===== src/rtl/drvl_pkg.sv =====
// Shared types and codes for the run-list VCN-to-LCN resolver.
// No dependencies; used by every module of the block.
`default_nettype none

package drvl_pkg;

  // Result status codes
  typedef enum logic [1:0] {
    ST_MAPPED  = 2'd0,
    ST_SPARSE  = 2'd1,
    ST_MISSING = 2'd2
  } status_e;

  // Parser phase, one-hot
  typedef enum logic [2:0] {
    PH_HEADER = 3'b001,
    PH_LENGTH = 3'b010,
    PH_OFFSET = 3'b100
  } phase_e;

  // Input item: one run-list byte plus list markers
  typedef struct packed {
    logic [7:0]  run_byte;
    logic        first_byte;
    logic        last_byte;
    logic [63:0] target_vcn;
  } in_item_t;

  // Result item
  typedef struct packed {
    status_e     status;
    logic [63:0] lcn;
  } out_item_t;

  // Result handed from the parser to the result queue
  typedef struct packed {
    logic      valid;
    out_item_t item;
  } push_t;

endpackage

`default_nettype wire


===== src/rtl/drvl_core.sv =====
// Run-list parser: per-byte state update and result decision in the same cycle.
// Depends on drvl_pkg for item types, phase and status codes.
`default_nettype none

module drvl_core (
  input  wire                 clk_i,
  input  wire                 rst_ni,
  input  wire                 accept_i,
  input  drvl_pkg::in_item_t  item_i,
  output drvl_pkg::push_t     res_o
);

  // Control state
  drvl_pkg::phase_e phase_q, phase_d;
  logic             fin_q, fin_d;

  // Datapath state
  logic [3:0]  bl_q, bl_d;
  logic [3:0]  idx_q, idx_d;
  logic [3:0]  len_q, len_d;
  logic [3:0]  off_q, off_d;
  logic [63:0] acc_q, acc_d;
  logic [63:0] rl_q, rl_d;
  logic [63:0] rv_q, rv_d;
  logic [63:0] rlcn_q, rlcn_d;
  logic [63:0] wanted_q, wanted_d;

  // Effective current state (first byte restarts the list)
  drvl_pkg::phase_e cur_phase;
  logic [63:0] cur_rv, cur_rlcn, cur_wanted;
  logic        active;

  // Shared arithmetic
  logic [63:0] acc_ins, sign_ext, raw_off;
  logic [63:0] close_len, close_lcn, run_end, vcn_diff, mapped_lcn;
  logic [3:0]  idx_inc, bl_dec;
  logic        ge_start, lt_end, is_match, do_close, zero_hdr, emit;

  assign active     = accept_i && (item_i.first_byte || !fin_q);
  assign cur_phase  = item_i.first_byte ? drvl_pkg::PH_HEADER : phase_q;
  assign cur_rv     = item_i.first_byte ? 64'd0 : rv_q;
  assign cur_rlcn   = item_i.first_byte ? 64'd0 : rlcn_q;
  assign cur_wanted = item_i.first_byte ? item_i.target_vcn : wanted_q;

  assign idx_inc = idx_q + 4'd1;
  assign bl_dec  = bl_q - 4'd1;

  // Insert the field byte at its little-endian position; drop bytes past the eighth
  always_comb begin
    acc_ins = acc_q;
    for (int k = 0; k < 8; k++) begin
      if (idx_q == 4'(k)) begin
        acc_ins[8*k +: 8] = acc_q[8*k +: 8] | item_i.run_byte;
      end
    end
  end

  // Sign-extend an offset narrower than eight bytes
  always_comb begin
    sign_ext = 64'd0;
    for (int k = 1; k < 8; k++) begin
      if (off_q == 4'(k) && acc_ins[8*k-1]) begin
        sign_ext = {64{1'b1}} << (8*k);
      end
    end
  end
  assign raw_off = acc_ins | sign_ext;

  // Pick run length and lcn base for the run that closes now
  always_comb begin
    case (cur_phase)
      drvl_pkg::PH_LENGTH: begin
        close_len = acc_ins;
        close_lcn = cur_rlcn;
      end
      drvl_pkg::PH_OFFSET: begin
        close_len = rl_q;
        close_lcn = cur_rlcn + raw_off;
      end
      default: begin
        close_len = 64'd0;
        close_lcn = cur_rlcn;
      end
    endcase
  end

  // Match test against the run window, wrapping modulo 2^64
  assign run_end    = cur_rv + close_len;
  assign ge_start   = cur_wanted >= cur_rv;
  assign lt_end     = cur_wanted < run_end;
  assign is_match   = ge_start && lt_end;
  assign vcn_diff   = cur_wanted - cur_rv;
  assign mapped_lcn = close_lcn + vcn_diff;

  // Next state per phase
  always_comb begin
    phase_d  = cur_phase;
    fin_d    = 1'b0;
    bl_d     = bl_q;
    idx_d    = idx_q;
    len_d    = len_q;
    off_d    = off_q;
    acc_d    = acc_q;
    rl_d     = rl_q;
    rv_d     = cur_rv;
    rlcn_d   = cur_rlcn;
    wanted_d = cur_wanted;
    do_close = 1'b0;
    zero_hdr = 1'b0;
    case (cur_phase)
      drvl_pkg::PH_LENGTH: begin
        acc_d = acc_ins;
        idx_d = idx_inc;
        bl_d  = bl_dec;
        if (bl_dec == 4'd0) begin
          rl_d  = acc_ins;
          acc_d = 64'd0;
          idx_d = 4'd0;
          if (off_q == 4'd0) begin
            do_close = 1'b1;
          end else begin
            phase_d = drvl_pkg::PH_OFFSET;
            bl_d    = off_q;
          end
        end
      end
      drvl_pkg::PH_OFFSET: begin
        acc_d = acc_ins;
        idx_d = idx_inc;
        bl_d  = bl_dec;
        if (bl_dec == 4'd0) begin
          rlcn_d   = close_lcn;
          do_close = 1'b1;
        end
      end
      default: begin
        if (item_i.run_byte == 8'd0) begin
          zero_hdr = 1'b1;
        end else begin
          len_d = item_i.run_byte[3:0];
          off_d = item_i.run_byte[7:4];
          rl_d  = 64'd0;
          acc_d = 64'd0;
          idx_d = 4'd0;
          if (item_i.run_byte[3:0] != 4'd0) begin
            phase_d = drvl_pkg::PH_LENGTH;
            bl_d    = item_i.run_byte[3:0];
          end else if (item_i.run_byte[7:4] != 4'd0) begin
            phase_d = drvl_pkg::PH_OFFSET;
            bl_d    = item_i.run_byte[7:4];
          end else begin
            do_close = 1'b1;
          end
        end
      end
    endcase
    // Close the run: back to header, advance the vcn on a miss
    if (do_close) begin
      phase_d = drvl_pkg::PH_HEADER;
      if (!is_match) begin
        rv_d = run_end;
      end
    end
    fin_d = emit;
  end

  // Result decision: a match wins, else zero header or end of list
  assign emit = zero_hdr || item_i.last_byte || (do_close && is_match);

  always_comb begin
    res_o.valid = active && emit;
    if (do_close && is_match) begin
      if (off_q == 4'd0 && cur_phase != drvl_pkg::PH_HEADER) begin
        res_o.item.status = drvl_pkg::ST_SPARSE;
        res_o.item.lcn    = 64'd0;
      end else if (cur_phase == drvl_pkg::PH_HEADER) begin
        // Header-only run has length zero and cannot match
        res_o.item.status = drvl_pkg::ST_MISSING;
        res_o.item.lcn    = 64'd0;
      end else begin
        res_o.item.status = drvl_pkg::ST_MAPPED;
        res_o.item.lcn    = mapped_lcn;
      end
    end else begin
      res_o.item.status = drvl_pkg::ST_MISSING;
      res_o.item.lcn    = 64'd0;
    end
  end

  // Control registers
  always_ff @(posedge clk_i or negedge rst_ni) begin
    if (!rst_ni) begin
      phase_q <= drvl_pkg::PH_HEADER;
      fin_q   <= 1'b1;
    end else if (active) begin
      phase_q <= phase_d;
      fin_q   <= fin_d;
    end
  end

  // Datapath registers, rewritten on every first byte
  always_ff @(posedge clk_i) begin
    if (active) begin
      bl_q     <= bl_d;
      idx_q    <= idx_d;
      len_q    <= len_d;
      off_q    <= off_d;
      acc_q    <= acc_d;
      rl_q     <= rl_d;
      rv_q     <= rv_d;
      rlcn_q   <= rlcn_d;
      wanted_q <= wanted_d;
    end
  end

  // A result only comes from an accepted item
  assert property (@(posedge clk_i) disable iff (!rst_ni)
    res_o.valid |-> accept_i)
    else $error("result without accepted item");

  // After a result the list is done until the next first byte
  assert property (@(posedge clk_i) disable iff (!rst_ni)
    res_o.valid |=> fin_q)
    else $error("list not closed after result");

  // Only a mapped result carries a nonzero lcn
  assert property (@(posedge clk_i) disable iff (!rst_ni)
    (res_o.valid && res_o.item.status != drvl_pkg::ST_MAPPED) |-> res_o.item.lcn == 64'd0)
    else $error("nonzero lcn on unmapped result");

endmodule

`default_nettype wire


===== src/rtl/drvl_outq.sv =====
// Two-entry result queue between the parser and the output channel.
// Depends on drvl_pkg for the result item type.
`default_nettype none

module drvl_outq (
  input  wire                  clk_i,
  input  wire                  rst_ni,
  input  drvl_pkg::push_t      push_i,
  output logic                 space_o,
  output logic                 out_valid_o,
  input  wire                  out_ready_i,
  output drvl_pkg::out_item_t  out_data_o
);

  drvl_pkg::out_item_t mem_q [2];
  logic       wr_ptr_q, rd_ptr_q;
  logic [1:0] cnt_q, cnt_d;
  logic       pop;

  assign pop         = out_valid_o && out_ready_i;
  assign out_valid_o = cnt_q != 2'd0;
  assign space_o     = cnt_q != 2'd2;
  assign out_data_o  = mem_q[rd_ptr_q];

  // Track fill level
  always_comb begin
    cnt_d = cnt_q;
    if (push_i.valid && !pop) begin
      cnt_d = cnt_q + 2'd1;
    end else if (!push_i.valid && pop) begin
      cnt_d = cnt_q - 2'd1;
    end
  end

  // Advance pointers and count
  always_ff @(posedge clk_i or negedge rst_ni) begin
    if (!rst_ni) begin
      wr_ptr_q <= 1'b0;
      rd_ptr_q <= 1'b0;
      cnt_q    <= 2'd0;
    end else begin
      cnt_q <= cnt_d;
      if (push_i.valid) begin
        wr_ptr_q <= !wr_ptr_q;
      end
      if (pop) begin
        rd_ptr_q <= !rd_ptr_q;
      end
    end
  end

  // Hold result items
  always_ff @(posedge clk_i) begin
    if (push_i.valid) begin
      mem_q[wr_ptr_q] <= push_i.item;
    end
  end

  // Fill level never exceeds two entries
  assert property (@(posedge clk_i) disable iff (!rst_ni)
    cnt_q != 2'd3)
    else $error("result queue count out of range");

  // No push into a full queue
  assert property (@(posedge clk_i) disable iff (!rst_ni)
    push_i.valid |-> space_o)
    else $error("push into full result queue");

  // Pointers differ exactly when the queue holds one entry
  assert property (@(posedge clk_i) disable iff (!rst_ni)
    (wr_ptr_q != rd_ptr_q) == (cnt_q == 2'd1))
    else $error("result queue pointers inconsistent with count");

endmodule

`default_nettype wire


===== src/rtl/data_run_vcn_to_lcn_top.sv =====
// A result item is registered in the result queue before it appears at the output.
// Throughput: one byte per cycle; the parser updates all running state in that cycle.
// A two-entry result queue keeps bytes flowing while a result waits to be taken;
// input stalls only when both entries are full.
// Reset (rst_ni low, asynchronous) empties the queue and leaves the parser idle,
// ignoring bytes until one arrives with first_byte set.
`default_nettype none

module data_run_vcn_to_lcn_top (
  input  wire                  clk_i,
  input  wire                  rst_ni,
  input  wire                  in_valid_i,
  output logic                 in_ready_o,
  input  drvl_pkg::in_item_t   in_data_i,
  output logic                 out_valid_o,
  input  wire                  out_ready_i,
  output drvl_pkg::out_item_t  out_data_o
);

  drvl_pkg::push_t res;
  logic            space;
  logic            accept;

  // Accept a byte whenever the result queue has room
  assign in_ready_o = space;
  assign accept     = in_valid_i && space;

  drvl_core u_core (
    .clk_i    (clk_i),
    .rst_ni   (rst_ni),
    .accept_i (accept),
    .item_i   (in_data_i),
    .res_o    (res)
  );

  drvl_outq u_outq (
    .clk_i       (clk_i),
    .rst_ni      (rst_ni),
    .push_i      (res),
    .space_o     (space),
    .out_valid_o (out_valid_o),
    .out_ready_i (out_ready_i),
    .out_data_o  (out_data_o)
  );

endmodule

`default_nettype wire

===== config.mk =====
export PLATFORM = sky130hd
export DESIGN_NAME = data_run_vcn_to_lcn_top
export DESIGN_NICKNAME = d
export VERILOG_FILES = /design/src/rtl/drvl_pkg.sv /design/src/rtl/drvl_core.sv /design/src/rtl/drvl_outq.sv /design/src/rtl/data_run_vcn_to_lcn_top.sv
export SDC_FILE = /design/constraint.sdc
export NUM_CORES = 1
export LEC_CHECK = 0
export BUFFER_PORTS_ARGS = -buffer_cell sky130_fd_sc_hd__buf_4
export CAP_MARGIN = 15
export CORE_ASPECT_RATIO = 0.6
export CORE_MARGIN = 2
export CORE_UTILIZATION = 35
export CTS_BUF_LIST = sky130_fd_sc_hd__clkbuf_16
export DETAILED_ROUTE_END_ITERATION = 16
export GPL_TIMING_DRIVEN = 0
export PLACE_DENSITY = 0.52
export SLEW_MARGIN = 20
export SYNTH_ARGS = -nofsm -noshare
export SYNTH_HDL_FRONTEND = slang
export SYNTH_SLANG_ARGS = --single-unit

===== constraint.sdc =====
create_clock -name clk_i -period 23.5 [get_ports clk_i]
set_input_delay 1.175 -clock clk_i [delete_from_list [all_inputs] [get_ports clk_i]]
set_output_delay 1.175 -clock clk_i [all_outputs]
set_load 0.02 [all_outputs]

# After elaboration in Yosys (flattened, before gate mapping)
# Memory sizes are Yosys's and may differ from the RTL's.
# Cells that the tools add are included.
dict set report word_totals {
  ff_bits 340
  ram_bits 132
  in_bits 78
  output_inout_bits 68
  memories 1
}
dict set report op_classes {
  addsub 8
  magnitude_cmp 2
  eq_ne 22
  muxes 62
  bitwise 12
  n_reduce_logical 38
}
# memory words word_bits rd rd_ports_with_merged_regs write_ports line
set memory_table {}
lappend memory_table {u_outq.mem_q 2 66 1 0 1 drvl_outq.sv:15} ;# drvl_pkg::out_item_t mem_q [2];
# cell n
set ops {}
lappend ops {{2-to-1 mux 64 bit} 18}
lappend ops {{case mux 64 bit (2 select lines)} 3}
lappend ops {{2-to-1 mux 66 bit} 3}
lappend ops {{adder 64 bit} 3}
lappend ops {{greater-or-equal comparator 64 bit} 1}
lappend ops {{less-than comparator 64 bit} 1}
lappend ops {{2-to-1 mux 8 bit} 8}
lappend ops {{bitwise OR 64 bit} 1}
lappend ops {{bitwise OR 8 bit} 8}
lappend ops {{subtractor 64 bit} 1}
lappend ops {{== test 4 x 3 -> 1 bit (second input constant)} 8}
lappend ops {{2-to-1 mux 4 bit} 7}
lappend ops {{2-to-1 mux 3 bit} 7}
lappend ops {{== test 4 x 2 -> 1 bit (second input constant)} 4}
lappend ops {{logical AND 1 bit} 16}
lappend ops {{case mux 4 bit (2 select lines)} 2}
lappend ops {{zero test 4 bit} 3}
lappend ops {{nonzero test 4 bit} 3}
lappend ops {{2-to-1 mux 1 bit} 10}
lappend ops {{== test 4 x 1 -> 1 bit (second input constant)} 2}
lappend ops {{zero test 8 bit} 1}
lappend ops {{case mux 3 bit (2 select lines)} 1}
lappend ops {{AND reduction 3 bit} 2}
lappend ops {{zero test 1 bit} 5}
lappend ops {{19 further kinds} 26}

# Longest topological paths before layout
# Gate-level depths: netlist of run 1.
dict set report logic_depth {
  ltp_word 17
  mapped_depth 39
}

# By module
# Synthesis of run 1 repeated with hierarchy kept, for this count alone.
dict set report hier_totals {
  hier_cells 3803
  hier_area_um2 36582.6
}
# mod instances cells_per_inst area_each_um2
set by_module_without_submodules {}
lappend by_module_without_submodules {drvl_core 1 3581 31511.5}
lappend by_module_without_submodules {drvl_outq 1 221 5064.9}
lappend by_module_without_submodules {data_run_vcn_to_lcn_top 1 1 6.3}

# Worst setup path after synthesis of run 1
# OpenSTA, ideal clock, no wires.
dict set report synth_timing {
  kind {input to register}
  startpoint {input in_data_i[65] in the netlist's numbering}
  endpoint {memory u_outq.mem_q[0][0] in the netlist's numbering (enable)}
  setup_time_ns 0.498
  arrival_time_ns 10.047
  t_required_ns 23.002
  setup_slack_ns 12.955
  stages 30
  n_path_buf 3
  path_cell_list {buf_4 > nor4_1 > clkbuf_1 > clkbuf_1 > a21o_1 > ha_1 > a2111oi_0 > o211ai_1 > a221oi_1 > nor2_1 > a211oi_1 > o21a_1 > o41a_2 > o31a_2 > nor2_1 > a311oi_1 > xor2_1 > ha_1 > a21o_1 > a21oi_1 > nor2b_1 > o21ai_0 > nand2b_1 > a21oi_1 > o21ai_0 > a21oi_1 > and4b_1 > nand2_1 > a21oi_2 > nor2b_1}
}
# item line
set synth_rtl {}
lappend synth_rtl {{start, declared} data_run_vcn_to_lcn_top.sv:14} ;# input drvl_pkg::in_item_t in_data_i,
lappend synth_rtl {{end, declared} drvl_outq.sv:15}

==> results.md, run 1 <==
- STA classifies the critical path startpoint as a primary input.
- The cell row count is 90.
- Counting flops with a built-in enable in the synthesized netlist gives 464.
- The number of global-route vias before repair was 27,100.
- After the first detailed-routing iteration, the DRC count stood at 3,238.
- The leakage power summed over all cells is 17.3 nW.
- The die height is between 200 and 300 um.
- Based on the critical path, the design can be clocked at up to 81.5 MHz.
- The die is 416 um wide.
- The share of the Yosys chip area taken by registers is 0.397.
- In the final routed layout, each cell accounts on average for 24.1 um.
- Synthesis produced a netlist with a net count of about 4,200.
- Measured on the finished design, the core utilization comes to 0.404.
- In the final timing run, aggregate negative setup slack is 0 ps.
- Data on the critical path is required at its endpoint by roughly 24,000 ps.
- The number of gates resized after CTS was 0.
- After synthesis the netlist holds a flip-flop and latch count of 472.
- During I/O placement, the number of pins put on the boundary was 146.
- Entering global routing, the biggest net connects 72 pins.
- Setup repair after global routing left no endpoint under its margin.
- The finished cells cover ~0.041 mm2.
- The critical path in this run is classified as primary input to register.
- The maximum ir drop on the vdd rail is 67.5 uV.
- The area inside the core boundary is 0.101 mm2.
- The number of clock buffers inserted by TritonCTS is 51.
- After the last flow step, the layout net total stands at 4,373.
- The longest individual stage delay on the worst path is 980 ps.
- In this run the tightest slew margin relative to its limit is 0.131.
- The count of unresolved DRC violations after routing is 0.
- Synthesis produced a netlist whose cell count is roughly 3,700.
- Counting flops with an async set or reset pin after synthesis yields a share of 0.0169.
- The routed via count is between 20,000 and 30,000.
- The worst-case clock skew is a little over 40 ps.
- The initial antenna violation count is 5.
- The H-tree was split into 2 levels.
- For the finished layout, the period the worst path requires is 12,270 ps.
- Once placement finished, the instance area stood at 0.0387 mm2.
- The number of setup violations in the final report is 0.
- The number of placed instances with taps included is 5,187.
- The congestion estimate from routability-driven global placement came to 0.949.
- The tool flagged a number of max-cap violations equal to 0.
- For this run, the leading register cell type out of synthesis is sky130_fd_sc_hd__edfxtp_1.
- The global-route wire length before repair is 186,000 um.
- The final number of hold-violating endpoints is 0.
- Wires add up to 127,000 um.
- In this run the tool buffered the top-level ports with 140 buffer cells.
- Dividing total power by cell area gives a power density of ~120 mW/mm2.
- The final worst hold slack is 376 ps.
- Hold repair after CTS inserted 0 buffers.
- The count of placed standard cells in the final layout, fillers left out is 5,284.
- The category of the worst setup path capture point is a register.
- The signal arrival time at the worst endpoint is ~13,000 ps.
- For the worst-skew pair, the clock arrives at the later sink with an insertion delay of 650 ps.
- The layout-stage area growth over the synthesis result is 14.0%.
- The distinct cell type count of the synthesized netlist is 83.
- The tightest min-delay check is of the primary input to asynchronous set/reset pin type.
- The synthesized netlist occupies a cell area of 0.0356 mm2.
- The clock tree from TritonCTS is built.
- For the pin with the worst max-slew slack, the measured transition is 1290 ps.
- Detailed placement ended at an HPWL of 100,000 um.
- The kind of cell with the highest combined delay on the critical path is compound AO/OA/AOI/OAI gates.
- The total routing resource utilization after global routing is 0.239.
- The initial utilization of the core area, before any placement, comes to 0.354.
- The clock slew at the register clock pins of the worst setup and hold paths is 60 ps.
- The count of nets left with antenna violations once routing finished came out at 0.
- The average instance area after synthesis is about 9.6 um2.
- The proportion of layout cells with a drive suffix above 1 is 0.113.
- The library cell used as clock root buffer is sky130_fd_sc_hd__clkbuf_16.
- The Yosys warning count is 0.
- The flow ran to the end, and the final reports show no timing, DRC or antenna violations.
- The per-cell via count in the routed design is roughly 5.6.
- The post-route clock period utilization is 0.522.
- In this run the post-CTS setup repair buffer count came out at 0.
- The largest individual stage delay along the critical path comes from the cell sky130_fd_sc_hd__clkbuf_1.
- The number of slew-limit violations in the final report is 0.
- Global routing finished with a remaining overflow of 0.
- Together, buffers and inverters on the worst path number 4.
- The die covers 0.104 mm2.
- The detailed-routing iteration count for the pre-antenna-repair pass is 6.
- The worst-path maximum fanout is 10.
- The number of sinks on the clock net is between 400 and 500.
- The maximum count of clock buffers along a single path is 3.
==> area by class of cell <==
type / count / area, um2
inverters: 153 / 582
clock inverters: 44 / 578
plain buffers: 180 / 748
repair buffers: 155 / 1360
flip-flops and latches: 472 / 14100
multi-input cells: 2893 / 20200
diodes: 1 / 2.50
fillers: 10100 / 60100
clock buffers: 52 / 1300
well taps: 1334 / 1670
==> final timing paths <==
kind	startpoint	end	slack, ps	cells past startpoint
min in group clk_i	u_outq.cnt_q[1]	u_outq.cnt_q[1]	490	1
setup / recovery	in_data_i[65]	u_outq.mem_q[0][30]	11230	28
hold / removal	rst_ni	u_outq.cnt_q[1]	380	1
setup reg to reg	u_core.phase_q[0]	u_outq.mem_q[0][30]	11520	27
max in group asynchronous	rst_ni	u_core.phase_q[0]	22900	1
hold reg to reg	u_outq.cnt_q[1]	u_outq.cnt_q[1]	490	1
==> state kept, by name, summed over array words and instances (netlist names), 2 cells and up <==
signal,cells
u_core.acc_q,64
u_core.bl_q,4
u_core.idx_q,4
u_core.off_q,4
u_core.phase_q,3
u_core.rl_q,64
u_core.rlcn_q,64
u_core.rv_q,64
u_core.wanted_q,64
u_outq.cnt_q,2
u_outq.mem_q,132
==> synth_stat cells (all sizes together) (8+ instances only) <==
master	n	area, um2
edfxtp	464	13900
nand2	454	1700
ha	324	4050
a21oi	316	1590
o21ai	315	1580
nor2	293	1100
a21o	234	1760
inv	153	574
clkbuf	147	552
mux2	136	1540
xnor2	105	927
xor2	86	753
nor2b	74	463
fa	65	1300
nand4	62	388
nand3	52	260
a31oi	35	225
buf	33	180
o21bai	32	240
and3	28	175
nor3	26	130
nand2b	25	156
and2	19	119
a211oi	18	140
o31ai	16	120
o21a	13	97.6
nor4	12	75.1
o211ai	12	90.1
or3	12	75.1
a221oi	10	87.6
and4	9	81.3
o31a	9	80.1
a2111oi	8	76.3
a21boi	8	60.1
mux2i	8	80.1
or2	8	50.1
==> power by group <==
| group | switching [mW] | internal, mW |
|---|---|---|
| combinational | 1.82 | 1.02 |
| clock | 0.389 | 0.548 |
| sequential | 0.0548 | 1.18 |
| total | 2.26 | 2.75 |
==> cells in the final DEF, fill, tap and decap left out, types with 134 or more instances in the layout <==
cell | synthesis | layout
sky130_fd_sc_hd__o21ai_0 | 244 | 235
sky130_fd_sc_hd__nor2_1 | 293 | 292
sky130_fd_sc_hd__a21oi_1 | 315 | 315
sky130_fd_sc_hd__a21o_1 | 234 | 234
sky130_fd_sc_hd__ha_1 | 324 | 324
sky130_fd_sc_hd__mux2_2 | 134 | 134
sky130_fd_sc_hd__edfxtp_1 | 464 | 464
sky130_fd_sc_hd__clkbuf_1 | 147 | 137
sky130_fd_sc_hd__buf_4 | 9 | 152
sky130_fd_sc_hd__inv_1 | 152 | 153
sky130_fd_sc_hd__nand2_1 | 454 | 454
==> stage by stage <==
step                      total power, mW  worst slack (ps)
after floorplan                      3.19             12950
after global placement               4.03              6170
after detailed placement             4.03             10890
after CTS                            4.98             11530
after global routing                 5.36             10820
final                                5.01             11230
==> layer usage <==
metal / track usage / routed length, um / part of all wire
met1: 0.403 / 67400 / 0.53
met4: 0.0469 / 2280 / 0.018
met2: 0.296 / 45100 / 0.35
met5: 0 / 10 / 0.000078
met3: 0.0537 / 12600 / 0.099
==> kinds of logic after synthesis <==
kind of cell | count (synthesis) | share of synthesized area
DFF | 472 | 0.397
and+or+nand+nor | 1086 | 0.137
adders and majority gates | 389 | 0.150
muxes | 144 | 0.0453
buffers and inverters | 333 | 0.0367
AOI/OAI and AO/OA | 1082 | 0.187
xor gates and xnor gates | 192 | 0.0478
Power figures use the tool's default switching activity.
==> inputs of run 2 (changes only) <==
Clock period 23.5 ns to 12.6 ns, I/O delays scaled along.
==> run 2 against run 1 <==
  * Sequential share of layout area hardly changed
  * Critical path depth is 1 lower
  * Die area stayed put
  * Via count hardly changed
  * Critical endpoint unchanged
  * Wire length hardly changed
==> results.md, run 2 (synthesized netlist as in run 1, its figures left out) <==
- Run status: finished, final reports clean (unchanged).
- The proportion of layout cells with a drive suffix above 1 came to 0.113 (about the same).
- The depth of the most critical reg-to-reg path came to 27 (unchanged).
- The endpoint of the worst-slack reg-to-reg timing path is u_outq.mem_q[0][30] (unchanged).
- The die outline area was 0.104 mm2 (unchanged).
- The clock slew at the register clock pins of the worst setup and hold paths is 60 ps (about the same).
- The final number of hold-violating endpoints is 0 (unchanged).
- The flip-flop and latch area is 0.0141 mm2 (unchanged).
- The post-route minimum period is around 12,000 ps.
- The detail-routed net length per standard cell is 24.1 um (about the same).
- The layout net count came to 4,374 (was 4,373).
- The final worst hold slack came to 203 ps (was 376 ps).
- The power per standard cell area is 230 mW/mm2 (was 123 mW/mm2).
- The clock tree from TritonCTS is built (unchanged).
- The transition time at the pin with the least slew margin came to 1290 ps (about the same).
- The worst-path maximum fanout is 10 (unchanged).
- The cell row count is 90 (unchanged).
- The number of clock buffers inserted by TritonCTS is 51 (unchanged).
- The longest individual stage delay on the worst path is 960 ps (was 980 ps).
- The number of filler cells placed in the layout came to 10,100 (about the same).
- The maximum count of clock buffers along a single path was 3 (unchanged).
- The number of slew-limit violations in the final report is 0 (unchanged).
- The overall power is 9.35 mW (was 5.01 mW).
- The worst setup slack for register-to-register paths is 580 ps (was 11,520 ps).
- The number of gates resized after CTS came to 0 (unchanged).
- The layout-stage area growth over the synthesis result is 14.0% (about the same).
- The most common library cell in the layout ignoring fill and taps is sky130_fd_sc_hd__edfxtp_1 (unchanged).
- The signal arrival time at the worst endpoint was 12,470 ps (was 12,720 ps).
- The worst hold path cell count is 1.
- The final RePlAce weighted congestion is 0.949 (unchanged).
- The number of global-route vias before repair is 27,100 (about the same).
- The startpoint-to-endpoint class of the critical path is register to register (was primary input to register).
- The die width is 416 um (unchanged).
- The total overflow reported by the global router is 0 (unchanged).
- The maximum ir drop on the vdd rail was 125 uV (was 67.5 uV).
- The count of buffers inserted at the top-level ports was 140 (unchanged).
- The finished layout cell area was 0.0406 mm2 (about the same).
- The global-route wire length before repair is 186,000 um (about the same).
- The initial antenna violation count is 5 (unchanged).
- The final setup TNS is 0 ps (unchanged).
- The number of diodes added for antenna fixing came to 0 (was 1).
- The path type of the worst min-delay path is primary input to register (was primary input to asynchronous set/reset pin).
- Most used cells in the layout excluding fill and tap cells: sky130_fd_sc_hd__edfxtp_1, sky130_fd_sc_hd__nand2_1, sky130_fd_sc_hd__ha_1 (unchanged).
- The startpoint type of the worst setup path is a register (was primary input).
- The count of unresolved DRC violations after routing came to 0 (unchanged).
- The area inside the core boundary came to 0.101 mm2 (unchanged).
- The total cell area at the placement stage came to 0.0387 mm2 (unchanged).
- Setup repair after global routing missed its margin: false (unchanged).
- The leakage power summed over all cells is 17.3 nW (about the same).
- The number of sinks on the clock net is 472 (unchanged).
- The total routing resource utilization after global routing came to 0.239 (about the same).
- The number of nets with antenna violations after detailed routing is 0 (unchanged).
- The count of placed standard cells in the final layout, fillers left out was 5,284 (unchanged).
- The category of the worst setup path capture point was a register (unchanged).
- The H-tree level count is 2 (unchanged).
- The routed via count is 29,400 (about the same).
- The number of max-cap violations is 0 (unchanged).
- The cell type of the slowest stage on the worst timing path is sky130_fd_sc_hd__clkbuf_1 (unchanged).
- The clock network latency to the later pin of the worst-skew pair is 650 ps (about the same).
- The relative slew slack was 0.129 (was 0.131).
- The worst-case clock skew is 46.3 ps (was 40.9 ps).
- The per-cell via count in the routed design was 5.57 (about the same).
- The library cell used as clock root buffer is sky130_fd_sc_hd__clkbuf_16 (unchanged).
- The sum of net half-perimeters after detailed placement was 100,000 um (unchanged).
- The maximum number of pins on one net before global-route repair was 72 (unchanged).
- The total I/O pin count is 146 (unchanged).
- The final wirelength is 127,000 um (about the same).
- Derived from the worst setup path, the maximum achievable clock frequency is between 80 and 90 MHz.
- The critical path required time came to 13,050 ps (was 23,950 ps).
- The number of flip-flops in the largest register came to 132 (unchanged).
- The number of setup violations in the final report is 0 (unchanged).
- The startpoint of the worst register-to-register path is u_core.phase_q[0] (unchanged).
- The detailed-routing iteration count for the pre-antenna-repair pass is 6 (unchanged).
- The launching element of the worst setup path is u_core.phase_q[0] (was in_data_i[65]).
- The area of the multi-input gates was 0.0202 mm2 (unchanged).
- The number of placed instances with taps included is 5,187 (unchanged).
- In this run the most critical hold path is launched from in_data_i[71].
- The top register by number of flip-flops is u_outq.mem_q (unchanged).
- The violation count after the first detailed-routing iteration came to 3,174 (was 3,238).
- The die height is 251 um (unchanged).
- Dividing the final minimum period by the clock period gives 0.954.
- The worst hold path terminates at u_core.off_q[1].
- The effective utilization at floorplan is 0.354 (unchanged).
[run 2: per-layer routing]
metal	global-route usage	routed length [um]	up-vias
li1	-	-	13900
met1	0.403	67600	14200
met2	0.296	45100	1205
met3	0.0537	12300	115
met4	0.0469	2300	4
met5	0	23	-
[run 2: area by class of cell]
type / instances / share of cell area
Multi-Input combinational cell: 2893 / 0.498
Buffer: 180 / 0.0184
Clock inverter: 44 / 0.0142
Inverter: 153 / 0.0143
Tap cell: 1334 / 0.0411
Sequential cell: 472 / 0.348
Clock buffer: 52 / 0.0320
Timing Repair Buffer: 156 / 0.0337
[run 2: worst max path at each step]
stage | endpoint | slack, ps | cells after the start
after floorplan | u_outq.mem_q[0][0] | 2600 | 30
after detailed placement | u_outq.mem_q[0][30] | 530 | 28
after global routing | u_outq.mem_q[0][30] | 220 | 27
after CTS | u_outq.mem_q[0][30] | 940 | 27
final | u_outq.mem_q[0][30] | 580 | 27
after global placement | u_outq.mem_q[0][31] | -4180 | 28
[run 2: what timing repair did]
| item | in CTS | in global routing |
|---|---|---|
| hold endpoints to repair | 6 | 0 |
| setup buffers | 0 | 0 |
| setup endpoints to repair | 0 | 0 |
| hold buffers | 1 | 0 |
[run 2: critical path, delay by kind of cell, from the launching register on]
family          cells  cell delay, ps
buf+inv             3            2200
flops               1             560
fa+ha+maj           2             680
compound gates     16            5910
simple gates        5            2200
xor+xnor            1             220
[run 2: where the power goes]
group | switching (mW) | total (mW) | internal, mW
combinational | 3.39 | 5.29 | 1.90
sequential | 0.103 | 2.31 | 2.21
clock | 0.721 | 1.74 | 1.02
total | 4.21 | 9.35 | 5.13
[run 2: through the flow]
stage	setup slack, ps	utilization
finish	581	0.404
global route	223	0.404
CTS	938	0.403
detailed placement	532	0.385
global placement	-4180	0.381
floorplan	2600	-
